[config.mk]
export PLATFORM = sky130hd
export DESIGN_NAME = nsc_track
export DESIGN_NICKNAME = d
export VERILOG_FILES = /design/src/rtl/nsc_pkg.sv /design/src/rtl/nsc_track.sv
export SDC_FILE = /design/constraint.sdc
export NUM_CORES = 1
export LEC_CHECK = 0
export ABC_CLOCK_PERIOD_IN_PS = 4350
export BUFFER_PORTS_ARGS = -buffer_cell sky130_fd_sc_hd__buf_2
export CAP_MARGIN = 30
export CORE_UTILIZATION = 43
export CTS_CLUSTER_SIZE = 10
export DETAILED_ROUTE_END_ITERATION = 8
export HOLD_SLACK_MARGIN = 0.15
export PLACE_DENSITY_LB_ADDON = 0.15
export SLEW_MARGIN = 40
export SYNTH_ARGS = -nofsm -noshare
export SYNTH_HDL_FRONTEND = slang
export SYNTH_SLANG_ARGS = --single-unit
[constraint.sdc]
create_clock -name clk -period 4.35 [get_ports clk]
set_input_delay 0.435 -clock clk [delete_from_list [all_inputs] [get_ports clk]]
set_output_delay 0.435 -clock clk [all_outputs]
set_load 0.03 [all_outputs]
[src/rtl/nsc_pkg.sv]
// Package with shared types, codes and tables for the NMEA sentence checker.
`timescale 1ns / 1ps
package nsc_pkg;

  localparam int MAX_LENGTH_DEF = 128;

  localparam logic [7:0] CHAR_DOLLAR = 8'h24;
  localparam logic [7:0] CHAR_STAR   = 8'h2A;
  localparam int         NUM_TYPES   = 5;
  localparam int         HDR_LEN     = 5;

  localparam logic [2:0] STATUS_OK       = 3'd0;
  localparam logic [2:0] STATUS_NO_START = 3'd1;
  localparam logic [2:0] STATUS_NO_SUM   = 3'd2;
  localparam logic [2:0] STATUS_MISMATCH = 3'd3;
  localparam logic [2:0] STATUS_TOO_LONG = 3'd4;

  localparam logic [2:0] TYPE_NONE = 3'd0;

  localparam logic [4:0] HDR_ALL = 5'h1F;

  // GPGGA, GPGSA, GPGSV, GPRMC, GPVTG
  localparam logic [7:0] HDR_NAMES [NUM_TYPES][HDR_LEN] = '{
    '{8'h47, 8'h50, 8'h47, 8'h47, 8'h41},
    '{8'h47, 8'h50, 8'h47, 8'h53, 8'h41},
    '{8'h47, 8'h50, 8'h47, 8'h53, 8'h56},
    '{8'h47, 8'h50, 8'h52, 8'h4D, 8'h43},
    '{8'h47, 8'h50, 8'h56, 8'h54, 8'h47}
  };

  typedef struct packed {
    logic [2:0] status;
    logic [2:0] sentence_type;
    logic       type_selected;
    logic [7:0] computed_checksum;
  } nsc_result_t;

  // Bit 4 set marks a non-hex character.
  function automatic logic [4:0] hex_value(input logic [7:0] c);
    logic [4:0] v;
    if (c >= 8'h30 && c <= 8'h39) begin
      v = 5'(c - 8'h30);
    end else if (c >= 8'h41 && c <= 8'h46) begin
      v = 5'(c - 8'h41 + 8'd10);
    end else if (c >= 8'h61 && c <= 8'h66) begin
      v = 5'(c - 8'h61 + 8'd10);
    end else begin
      v = 5'd16;
    end
    return v;
  endfunction

endpackage

[src/rtl/nsc_track.sv]
// Per-sentence running state: checksum, header match, digits and result logic.
`timescale 1ns / 1ps
module nsc_track
  import nsc_pkg::*;
#(
  parameter int MAX_LENGTH = MAX_LENGTH_DEF
) (
  input  logic        clk,
  input  logic        rst,
  input  logic        step,
  input  logic [7:0]  data_byte,
  input  logic        end_of_sentence,
  input  logic [4:0]  type_mask,
  output nsc_result_t result
);

  localparam logic [7:0] LEN_LIMIT = 8'(MAX_LENGTH - 1);

  logic [7:0] byte_position;
  logic [7:0] running_xor;
  logic       star_seen;
  logic [1:0] digits_seen;
  logic [7:0] received_sum;
  logic       digit_bad;
  logic       start_ok;
  logic [4:0] header_match;

  logic [7:0] byte_position_next;
  logic [7:0] running_xor_next;
  logic       star_seen_next;
  logic [1:0] digits_seen_next;
  logic [7:0] received_sum_next;
  logic       digit_bad_next;
  logic       start_ok_next;
  logic [4:0] header_match_next;

  always_comb begin
    logic [4:0] hv;
    logic [2:0] hpos;
    logic [2:0] ty;
    logic [5:0] mask_ext;
    byte_position_next = (byte_position != 8'd255) ? byte_position + 8'd1 : byte_position;
    running_xor_next   = running_xor;
    star_seen_next     = star_seen;
    digits_seen_next   = digits_seen;
    received_sum_next  = received_sum;
    digit_bad_next     = digit_bad;
    start_ok_next      = start_ok;
    header_match_next  = header_match;
    hv   = hex_value(data_byte);
    hpos = 3'(byte_position - 8'd1);
    if (byte_position == 8'd0) begin
      start_ok_next = (data_byte == CHAR_DOLLAR);
    end else begin
      if (byte_position <= 8'(HDR_LEN)) begin
        for (int k = 0; k < NUM_TYPES; k++) begin
          if (HDR_NAMES[k][hpos] != data_byte) begin
            header_match_next[k] = 1'b0;
          end
        end
      end
      if (!star_seen) begin
        if (data_byte == CHAR_STAR) begin
          star_seen_next = 1'b1;
        end else begin
          running_xor_next = running_xor ^ data_byte;
        end
      end else if (digits_seen < 2'd2) begin
        if (hv[4]) begin
          digit_bad_next    = 1'b1;
          received_sum_next = {received_sum[3:0], 4'd0};
        end else begin
          received_sum_next = {received_sum[3:0], hv[3:0]};
        end
        digits_seen_next = digits_seen + 2'd1;
      end
    end

    if (byte_position >= LEN_LIMIT) begin
      result.status = STATUS_TOO_LONG;
    end else if (!start_ok_next) begin
      result.status = STATUS_NO_START;
    end else if (!star_seen_next || digits_seen_next < 2'd2 || digit_bad_next) begin
      result.status = STATUS_NO_SUM;
    end else if (received_sum_next != running_xor_next) begin
      result.status = STATUS_MISMATCH;
    end else begin
      result.status = STATUS_OK;
    end

    ty = TYPE_NONE;
    if (byte_position >= 8'(HDR_LEN)) begin
      for (int k = NUM_TYPES - 1; k >= 0; k--) begin
        if (header_match_next[k]) begin
          ty = 3'(k + 1);
        end
      end
    end
    mask_ext = {type_mask, 1'b0};
    result.sentence_type     = ty;
    result.type_selected     = (ty != TYPE_NONE) && mask_ext[ty];
    result.computed_checksum = running_xor_next;
  end

  always_ff @(posedge clk) begin
    if (rst || (step && end_of_sentence)) begin
      byte_position <= 8'd0;
      running_xor   <= 8'd0;
      star_seen     <= 1'b0;
      digits_seen   <= 2'd0;
      received_sum  <= 8'd0;
      digit_bad     <= 1'b0;
      start_ok      <= 1'b0;
      header_match  <= HDR_ALL;
    end else if (step) begin
      byte_position <= byte_position_next;
      running_xor   <= running_xor_next;
      star_seen     <= star_seen_next;
      digits_seen   <= digits_seen_next;
      received_sum  <= received_sum_next;
      digit_bad     <= digit_bad_next;
      start_ok      <= start_ok_next;
      header_match  <= header_match_next;
    end
  end

endmodule

Word-level counts from Yosys, hierarchy flattened
Memory sizes are Yosys's and may differ from the RTL's. Cells that the tools add are included. W data, S select, Z words.

Magnitude comparators: 13. Muxes and demuxes: 50. Equal/unequal tests: 9. Bitwise logic cells: 2. Reductions and logical operators: 12. Add/subtract/negate cells: 8.

Operator list (number): $mux W8 (16); $ne A8 B8 Y1 (6); $mux W5 (5); $ge A8 B7 Y1 const B (3); $mux W3 (7); $eq A8 B6 Y1 const B (2); $le A8 B7 Y1 const B (2); $mux W1 (14); $mux W2 (6); $add A5 B4 Y5 const B (2); $sub A5 B1 Y5 const B (2); $add A8 B1 Y8 const B (1); $ge A8 B3 Y1 const B (1); $ge A8 B6 Y1 const B (1); $le A8 B3 Y1 const B (1); $le A8 B6 Y1 const B (1); $logic_not A8 Y1 (1); $ne A8 B8 Y1 const B (1); $xor A8 B8 Y8 (1); $logic_and A1 B1 Y1 (5); $sub A5 B5 Y5 const B (1); $ge A4 B4 Y1 const B (1); $lt A2 B2 Y1 const B (2); $lt A3 B4 Y1 const B (1); 9 further kinds (11).

Bits in read-only memories: 320. Output and inout port bits: 15. Register bits after elaboration: 34. Input port bits: 17. Logic and storage cells: 107. Memories: 5.

Memories: (name not given) (words 8, width 8, read ports 1, clocked after memory_dff 0, write ports 0, line nsc_track.sv:57) `if (HDR_NAMES[k][hpos] != data_byte) begin`; (name not given) (words 8, width 8, read ports 1, clocked after memory_dff 0, write ports 0, line nsc_track.sv:57); (name not given) (words 8, width 8, read ports 1, clocked after memory_dff 0, write ports 0, line nsc_track.sv:57); (name not given) (words 8, width 8, read ports 1, clocked after memory_dff 0, write ports 0, line nsc_track.sv:57); (name not given) (words 8, width 8, read ports 1, clocked after memory_dff 0, write ports 0, line nsc_track.sv:57).

Depth between registers and ports, before layout
Gate-level depths: netlist of the first run.

Depth after elaboration: 18. Depth in mapped cells: 12. Mapped depth without buffers: 10.

Worst setup path before layout of the first run
OpenSTA, ideal clock, no wires.

Path type: register to output. Start point: register byte_position[0]. End point: output port result[13] (netlist bit). Arrival time: 3.563 ns. Path buffers: 2. Stages on the path, launching flop included: 13. Path slack: 0.352 ns. Data required time: 3.915 ns. Cells stage by stage: dfxtp_1 -> clkbuf_1 -> inv_1 -> ha_1 -> nor3b_1 -> a21oi_1 -> buf_2 -> nand3_1 -> xnor2_1 -> xnor2_1 -> nand2_1 -> nor4_1 -> a211oi_1.

RTL lines: start, declared (line nsc_track.sv:19) `logic [7:0] byte_position;`; start signal, assigned (line nsc_track.sv:116) `byte_position <= byte_position_next;`; end, declared (line nsc_track.sv:14) `output nsc_result_t result`.

==> reports/metrics.cfg, run 1 <==
[route]
wire_per_inst_um=15.0
firstDrtPassIters=4
drt_iter0_drc=177
num_vias=2442
drc=0
avgViaCountPerCell=5.67
routed_wl_mm=6.47
drtAntennaViolNets=0

[die]
core_area_mm2=0.00592
num_io_pins=32
fp.dieArea_mm2=0.00644
start_util=0.445
row_count=28
dieHeight_um=80.3
fp.dieW_um=80.3

[clock_tree]
hold_buffers=0
cts_tree=yes
cts_resized=0
clockBufferDepth=2
cts.sinks=34
htreeDepth=2
clockRootBuffer=clkbuf_8
clock_latency_ns=0.28
cts_buffers=5
cts_setup_buffers=0
clk_pin_slew_ns=0.07

[placement]
numPlacedInstances=424
dp_hpwl_mm=4.77
gp_congestion=0.861
port_buffers=31
postPlaceCellArea_mm2=0.00284

[pwr]
vdd_drop_max_mv=0.161
leakage_nw=1.15
power.density_mw_per_mm2=257

[global_routing]
antenna_found_initial=0
gr-max-usage-layer=met2
grt_max_degree=32
grt_pass1_vias=2115
grt_util_met1=0.311
grt_remaining_overflow=0
grt_first_pass_wirelength_mm=10.5
grtUsageMet3=0.0443
grt_use_met2=0.315
grtUsageTotal=0.213

[yosys]
yosysSeqAreaShare=0.258
synth_fp_nets=360
yosysWarnings=0
ys_async_sr_fraction=0
yosysTopAreaCell=dfxtp_1
ys_types=67
synth_area_leaders=dfxtp_1, nand2_1, xnor2_1, xor2_1, ha_1
syn_area_mm2=0.00263
yosysMostFrequentCell=nand2_1
ys_ff_latch=34
synth_edf_count=0
syn_avg_cell_area_um2=7.93
ys_dominant_reg_cell=dfxtp_1
synth.top_cell.area_share=0.258
syn_inst=332
ys_top_cells_by_count=nand2_1, dfxtp_1, nor2_1

[worst_setup_path]
end_kind=primary output
r2r_cells=8
r2r_slack_ns=1.72
cp-start-kind=register
r2r_start=byte_position[0]
cp.required_ns=3.91
critPathKind=reg2out
cp_max_fo=13
reg2reg_to=header_match[1]
arrival_ns=3.58

[final_layout]
fin_area_mm2=0.00294
nets=384
drive_gt1_frac=0.169
antenna-diode-count=0
area_growth_pct=11.4
fin_cells=431

[timing]
max_freq_mhz=249
fin_crit_ns=4.02
post-route-period-util=0.924
slew_headroom=0.566
fin_setup_tns_ns=0
setup_viol=0
worstMarginPinSlew_ns=0.644
hold_violations=0
rsz0062_at_grt=no
drv_slew=0
skew_ns=0.00350

[run]
cap_violations=0

[worst_hold_path]
holdPathEnd=header_match[0]
whs_path_depth=3
min-delay-start=rst
hold_path_class=in2reg

[run_status]
status=finished, final reports clean

## critical path, cell delays in order (launching register included)
cell      delay, ns
dfxtp_1        0.36
inv_1          0.13
ha_1           0.32
nor3b_1        0.51
a21oi_1        0.16
buf_4          0.20
nand3_1        0.10
xnor2_1        0.21
xnor2_1        0.15
or3b_1         0.35
nor4_1         0.46
a211oi_1       0.14
buf_2          0.20
## placed cells by master, fill, tap and decap left out, types with 6 or more instances in the layout
cell type   n
ha_1       11
nand2b_1    6
xor2_1     15
inv_1       9
o21ai_0    10
buf_2      31
a21oi_1    18
nor2_1     33
nand2_1    38
dfxtp_1    34
a211oi_1    6
xnor2_1    16
mux2i_1     6
nand3_1    15
nand4_1     6
## stage by stage
step | util | hold WS [ns] | total power, mW | setup WS [ns]
floorplan | - | 0.427 | 0.478 | 0.352
detailed placement | 0.480 | 0.448 | 0.532 | 0.588
global placement | 0.480 | 0.444 | 0.531 | 0.607
finish | 0.496 | 0.414 | 0.754 | 0.331
CTS | 0.493 | 0.419 | 0.763 | 0.360
global route | 0.496 | 0.434 | 0.800 | 0.0193
## report_power, final
part	switching [mW]	total [mW]	internal (mW)
combinational	0.129	0.203	0.0745
sequential	0.00627	0.325	0.318
clock	0.116	0.226	0.110
total	0.251	0.754	0.503
## cells by family (layout without fill, tap and decap cells)
| family | after synthesis | count (layout) | synth area share |
|---|---|---|---|
| AND/OR/NAND/NOR | 145 | 145 | 0.297 |
| AO/OA/AOI/OAI | 74 | 74 | 0.199 |
| XOR/XNOR | 35 | 35 | 0.130 |
| flip-flops | 34 | 34 | 0.258 |
| buffers and inverters | 27 | 51 | 0.0404 |
| adder cells (fa/ha/maj) | 11 | 11 | 0.0523 |
| multiplexers | 6 | 6 | 0.0228 |
## worst max-delay path by stage
| stage | start | endpoint | slack [ns] |
|---|---|---|---|
| finish | byte_position[1] | result[13] | 0.33 |
| global route | byte_position[1] | result[13] | 0.02 |
| CTS | byte_position[1] | result[13] | 0.36 |
| detailed placement | data_byte[0] | result[13] | 0.59 |
| global placement | data_byte[3] | result[13] | 0.61 |
| floorplan | byte_position[0] | result[13] | 0.35 |
## routing by layer
metal  vias to the layer above  share of wire
met5                         -              0
met4                         0         0.0079
met3                         5          0.050
met2                        51           0.44
met1                      1144           0.50
li1                       1242              -
## state kept, by name (all words and copies together), names as in the netlist
signal	flops
header_match	5
start_ok	1
digits_seen	2
running_xor	8
star_seen	1
received_sum	8
byte_position	8
digit_bad	1
## cell type report
cell class,instances,area (um^2)
repair buffers,35,185
clock buffers,6,72.6
clock inverters,1,7.51
well taps,75,93.8
inverters,9,33.8
fillers,622,2990
multi-input cells,271,1860
flip-flops and latches,34,681
(Power assumes the default switching activity.)
==> run 2, diff against run 1 <==
--- a/config.mk
+++ b/config.mk
@@ -5,8 +5,8 @@
 export SDC_FILE = /design/constraint.sdc
 export NUM_CORES = 1
 export LEC_CHECK = 0
-export ABC_CLOCK_PERIOD_IN_PS = 4350
-export BUFFER_PORTS_ARGS = -buffer_cell sky130_fd_sc_hd__buf_2
+export ABC_CLOCK_PERIOD_IN_PS = 3550
+export BUFFER_PORTS_ARGS = -buffer_cell sky130_fd_sc_hd__clkbuf_2
 export CAP_MARGIN = 30
 export CORE_UTILIZATION = 43
 export CTS_CLUSTER_SIZE = 10
==> constraint.sdc (replaced) <==
create_clock -name clk -period 3.55 [get_ports clk]
set_input_delay 0.355 -clock clk [delete_from_list [all_inputs] [get_ports clk]]
set_output_delay 0.355 -clock clk [all_outputs]
set_load 0.03 [all_outputs]
==> run 2 against run 1 <==
Against the previous run: register-to-register slack lost 0.37 ns; global-route usage grew 1.7 points; cell count grew 3.9%; design area grew 12%; worst setup slack lost 0.18 ns; critical path depth is the same; core utilization grew 5.9 points; combinational power grew 48%; count of clock-buffer cells in the layout shrank 1; via count grew 5.1%; largest cell class unchanged; largest power group unchanged.
==> reports/metrics.cfg, run 2 (synthesis gave the netlist of run 1 again) <==
[run_status]
status=finished, final reports clean

[placement]
gp_congestion=0.886  ; +2.9%
port_buffers=31  ; unchanged
dp_hpwl_mm=5.11  ; +7.2%
postPlaceCellArea_mm2=0.00301  ; +6.0%

[global_routing]
grt_first_pass_wirelength_mm=11.3  ; +8.4%
grt_max_degree=32  ; unchanged
antenna_found_initial=0  ; unchanged
grtUsageTotal=0.230  ; +0.0170
grt_pass1_vias=2278  ; +7.7%
grt_remaining_overflow=0  ; unchanged

[die]
core_area_mm2=0.00592  ; unchanged
start_util=0.445  ; unchanged
fp.dieArea_mm2=0.00644  ; unchanged
fp.dieW_um=80.3  ; unchanged
row_count=28  ; unchanged
dieHeight_um=80.3  ; unchanged
num_io_pins=32  ; unchanged

[route]
firstDrtPassIters=4  ; unchanged
wl_met1_mm=3.49  ; +7.4%
wire_per_inst_um=15.7  ; +4.5%
dr_wl_met2_mm=3.11  ; +9.2%
dr.max_layer_used=met4
routed_wl_mm=7.03  ; +8.7%
drc=0  ; unchanged
num_vias=2567  ; +5.1%
wl_met3_um=367  ; +14%
drtAntennaViolNets=0  ; unchanged
drt_iter0_drc=214  ; +21%
avgViaCountPerCell=5.73  ; +1.1%

[worst_setup_path]
arrival_ns=3.05  ; -0.53 ns
critPathKind=reg2out
path_cells=inv_2 > ha_1 > buf_4 > nor2b_1 > or4b_4 > nor4_4 > nand3b_1 > nand3_1 > and3_4 > a22oi_2 > o21ai_2 > clkbuf_4
r2r_cells=8  ; unchanged
critPathSlowestCell=or4b_4
end_kind=primary output
cp_max_fo=6  ; -7
cp.required_ns=3.19  ; -0.72 ns
cp-start-kind=register
max_stage_delay_ns=0.55  ; +0.04 ns

[clock_tree]
htreeDepth=2  ; unchanged
cts_buffers=5  ; unchanged
clockBufferDepth=2  ; unchanged
cts_tree=yes
clock_latency_ns=0.29  ; about the same
cts.sinks=34  ; unchanged
clk_pin_slew_ns=0.08  ; about the same
hold_buffers=0  ; unchanged
clockRootBuffer=clkbuf_8

[run]
cap_violations=0  ; unchanged

[timing]
setup_viol=0  ; unchanged
hold_violations=0  ; unchanged
post-route-period-util=0.959
drv_slew=0  ; unchanged
fin_setup_tns_ns=0  ; unchanged
whs_ns=0.340  ; -0.0739 ns
fin_crit_ns=3.40
skew_ns=0.00299  ; -0.000511 ns
max_freq_mhz=294
worstMarginPinSlew_ns=0.626  ; -0.0184 ns
slew_headroom=0.583  ; +0.0168

[pwr]
vdd_drop_max_mv=0.173  ; +7.3%
leakage_nw=1.30  ; +13%
power.density_mw_per_mm2=304  ; +18%

[final_layout]
nets=400  ; +4.2%
area_growth_pct=24.7
final_cell_mix=nand2_1, nor2_1, dfxtp_1
drive_gt1_frac=0.268  ; +0.0996
antenna-diode-count=0  ; unchanged
final_common_cell=nand2_1
reg.largest.list=byte_position x8, received_sum x8, running_xor x8
final_util=0.555  ; +0.0587
n_fill_cell=536  ; -14%
fin_area_mm2=0.00328  ; +12%

[worst_hold_path]
whs_path_depth=3  ; unchanged
hold_path_class=in2reg

run 2: changes by cell type in the layout (fill, tap and decap cells not counted), moves of 3 or more:
cell | before | now
buf_2 | 31 | 1
clkbuf_2 | 0 | 29
buf_4 | 4 | 20
xnor2_1 | 16 | 10
xnor2_2 | 1 | 5
nor4_1 | 4 | 1
run 2: cell type report:
type | count | area, um^2 | area share
Multi-Input combinational cell | 271 | 2070 | 0.631
Tap cell | 75 | 93.8 | 0.0286
Clock buffer | 5 | 68.8 | 0.0210
Timing Repair Buffer | 51 | 308 | 0.0937
Inverter | 9 | 33.8 | 0.0103
Clock inverter | 3 | 21.3 | 0.00648
Sequential cell | 34 | 686 | 0.209
run 2: what timing repair did:
item	CTS	global route
setup buffers	0	2
endpoints found under the setup margin	4	5
resized for setup	11	23
pin swaps	1	4
run 2: path summary, 6_finish.rpt:
path	from	to	slack, ns
setup / recovery	byte_position[0]	result[8]	0.15
hold / removal	rst	header_match[0]	0.34
setup reg to reg	byte_position[0]	header_match[4]	1.35
hold reg to reg	received_sum[5]	received_sum[5]	0.46
run 2: worst max-delay path: cells and delay by family, from the launching register on:
kind / cells / cell delay (ns)
and+or+nand+nor: 6 / 1.52
buffers and inverters: 3 / 0.43
DFF: 1 / 0.35
AOI/OAI and AO/OA: 2 / 0.24
adders and majority gates: 1 / 0.23
run 2: metrics by stage:
step | total power [mW] | setup slack, ns | std cells
after floorplan | 0.598 | 0.135 | 332
after global placement | 0.674 | 0.100 | 438
after detailed placement | 0.675 | 0.0268 | 438
after CTS | 0.989 | 0.000144 | 446
after global routing | 1.05 | -0.00374 | 448
final | 0.997 | 0.146 | 448
run 2: power by group:
part / total (mW) / switching, mW / internal [mW]
sequential: 0.398 / 0.00873 / 0.390
combinational: 0.301 / 0.179 / 0.122
clock: 0.298 / 0.160 / 0.138
total: 0.997 / 0.348 / 0.649
run 2: layer usage:
metal / up-vias / track usage
met3: 6 / 0.0489
met4: 0 / 0.0607
met2: 59 / 0.344
met1: 1216 / 0.330
li1: 1286 / -
met5: - / 0
==> run 3, diff against run 2 <==
--- a/config.mk
+++ b/config.mk
@@ -8,9 +8,10 @@
 export ABC_CLOCK_PERIOD_IN_PS = 3550
 export BUFFER_PORTS_ARGS = -buffer_cell sky130_fd_sc_hd__clkbuf_2
 export CAP_MARGIN = 30
-export CORE_UTILIZATION = 43
+export CORE_UTILIZATION = 53
 export CTS_CLUSTER_SIZE = 10
 export DETAILED_ROUTE_END_ITERATION = 8
+export GPL_ROUTABILITY_DRIVEN = 0
 export HOLD_SLACK_MARGIN = 0.15
 export PLACE_DENSITY_LB_ADDON = 0.15
 export SLEW_MARGIN = 40
==> run 3 against run 2 <==
Against the previous run: cell count decreased by 0.89%; via count increased by 4.6%; die area decreased by 18%; global-route usage increased by 5.6 points; critical path type unchanged; core utilization increased by 14 points; wire length increased by 2.8%; largest power group unchanged; flip-flop and latch count unchanged; worst hold slack got worse by 0.00093 ns.
==> reports/metrics.cfg, run 3 (synthesis gave the netlist of run 1 again) <==
[route]
num_vias=2684  ; +4.6%
routed_wl_mm=7.23  ; +2.8%
drtAntennaViolNets=0  ; unchanged
firstDrtPassIters=5  ; +1
avgViaCountPerCell=6.05  ; +5.5%
wire_per_inst_um=16.3  ; +3.7%
drc=0  ; unchanged
drt_iter0_drc=375  ; +75%

[global_routing]
grt_max_degree=32  ; unchanged
antenna_found_initial=0  ; unchanged
grt_first_pass_wirelength_mm=11.5  ; +1.3%
grt_pass1_vias=2363  ; +3.7%
grt_remaining_overflow=0  ; unchanged
grtUsageTotal=0.286  ; +0.0561

[pwr]
power_mw=1.02  ; +2.7%
vdd_drop_max_mv=0.212  ; +23%
leakage_nw=1.32  ; +1.9%
power.density_mw_per_mm2=308  ; +1.4%

[timing]
whs_ns=0.339  ; -0.000928 ns
finalWorstSetupSlack_ns=0.145  ; -0.00145 ns
max_freq_mhz=294  ; about the same
setup_viol=0  ; unchanged
skew_ns=0.0104  ; +0.00745 ns
post-route-period-util=0.959  ; about the same
fin_setup_tns_ns=0  ; unchanged
hold_violations=0  ; unchanged
slew_headroom=0.574  ; -0.00854
rsz0062_at_grt=no
worstMarginPinSlew_ns=0.637  ; +0.0112 ns
fin_crit_ns=3.41  ; +0.00145 ns
drv_slew=0  ; unchanged

[clock_tree]
clockBufferDepth=2  ; unchanged
cts.sinks=34  ; unchanged
cts_tree=yes
clk_pin_slew_ns=0.08  ; about the same
clockRootBuffer=clkbuf_8
htreeDepth=2  ; unchanged
clock_latency_ns=0.30  ; about the same
cts_buffers=5  ; unchanged

[die]
fp.dieW_um=72.5  ; -9.7%
dieHeight_um=72.5  ; -9.7%
start_util=0.554  ; +0.109
fp.dieArea_mm2=0.00526  ; -18%
num_io_pins=32  ; unchanged
core_area_mm2=0.00475  ; -20%
row_count=25  ; -11%

[run]
cap_violations=0  ; unchanged

[placement]
dpl_worst_slack_ns=0.0487  ; +0.0219 ns
dp_hpwl_mm=4.96  ; -2.9%
postPlaceCellArea_mm2=0.00300  ; -0.33%
port_buffers=31  ; unchanged

[worst_setup_path]
path_common_cell=buf_4
critPathSlowestCell=or3b_4
cp_max_fo=14  ; +8
arrival_ns=3.05  ; about the same
max_stage_delay_ns=0.43  ; -0.12 ns
cp-start-kind=register
critPathKind=reg2out
cp.required_ns=3.19  ; about the same
end_kind=primary output
path_cells=buf_4 > ha_4 > or3b_4 > a2111oi_4 > nor4_4 > nand3b_1 > or2_2 > a221o_1 > o21ai_2 > buf_4

[worst_hold_path]
hold_path_class=in2reg

[run_status]
status=finished, final reports clean

[final_layout]
drive_gt1_frac=0.284  ; +0.0157
reg.largest.list=byte_position x8, received_sum x8, running_xor x8
fin_area_mm2=0.00333  ; +1.3%
antenna-diode-count=0  ; unchanged
area_growth_pct=26.3
nets=404  ; +1.0%
final_common_cell=nand2_1
final_cell_mix=nand2_1, nor2_1, dfxtp_1

==> run 3: area by class of cell <==
cell class | count | area (um^2)
multi-input combinational | 271 | 2090
fill | 390 | 1430
sequential | 34 | 684
timing repair buffer | 55 | 340
tap | 67 | 83.8
clock buffer | 6 | 82.6
inverter | 9 | 36.3
clock inverter | 2 | 12.5
==> run 3: critical path, delay by kind of cell (launching register included) <==
family	cells	cell delay, ns
adders and majority gates	1	0.20
buffers and inverters	2	0.37
DFF	1	0.31
AOI/OAI and AO/OA	3	0.89
and+or+nand+nor	4	1.00
==> run 3: final timing paths <==
path / from / to / slack (ns) / cells past startpoint
worst max register to register: byte_position[0] / byte_position[5] / 1.30 / 8
worst min register to register: received_sum[5] / received_sum[5] / 0.47 / 2
worst max-delay path: byte_position[0] / result[8] / 0.14 / 10
worst min-delay path: rst / header_match[0] / 0.34 / 3
==> run 3: where the power goes <==
| part | total, mW | switching (mW) | internal [mW] |
|---|---|---|---|
| Clock | 0.313 | 0.157 | 0.156 |
| Sequential | 0.399 | 0.00899 | 0.390 |
| Combinational | 0.312 | 0.185 | 0.127 |
| Total | 1.02 | 0.351 | 0.673 |
==> run 3: metal layers <==
metal | routed length [um] | global-route usage | share of wire
met1 | 3370 | 0.419 | 0.47
met2 | 3180 | 0.421 | 0.44
met5 | 0 | 0 | 0
met3 | 539 | 0.0639 | 0.075
met4 | 131 | 0.0763 | 0.018
==> run 3: through the flow <==
stage | std cells | util
finish | 444 | 0.699
global route | 444 | 0.699
CTS | 438 | 0.661
detailed placement | 430 | 0.632
global placement | 430 | 0.631
floorplan | 332 | -
==> run 3: what timing repair did <==
| action | 4_1_cts | 5_1_grt |
|---|---|---|
| hold buffers | 0 | 0 |
| buffers inserted | 0 | 6 |
| endpoints found under the setup margin | 4 | 6 |
| pin swaps | 0 | 5 |
| gates resized for setup | 10 | 31 |
| hold endpoints to repair | 0 | 0 |
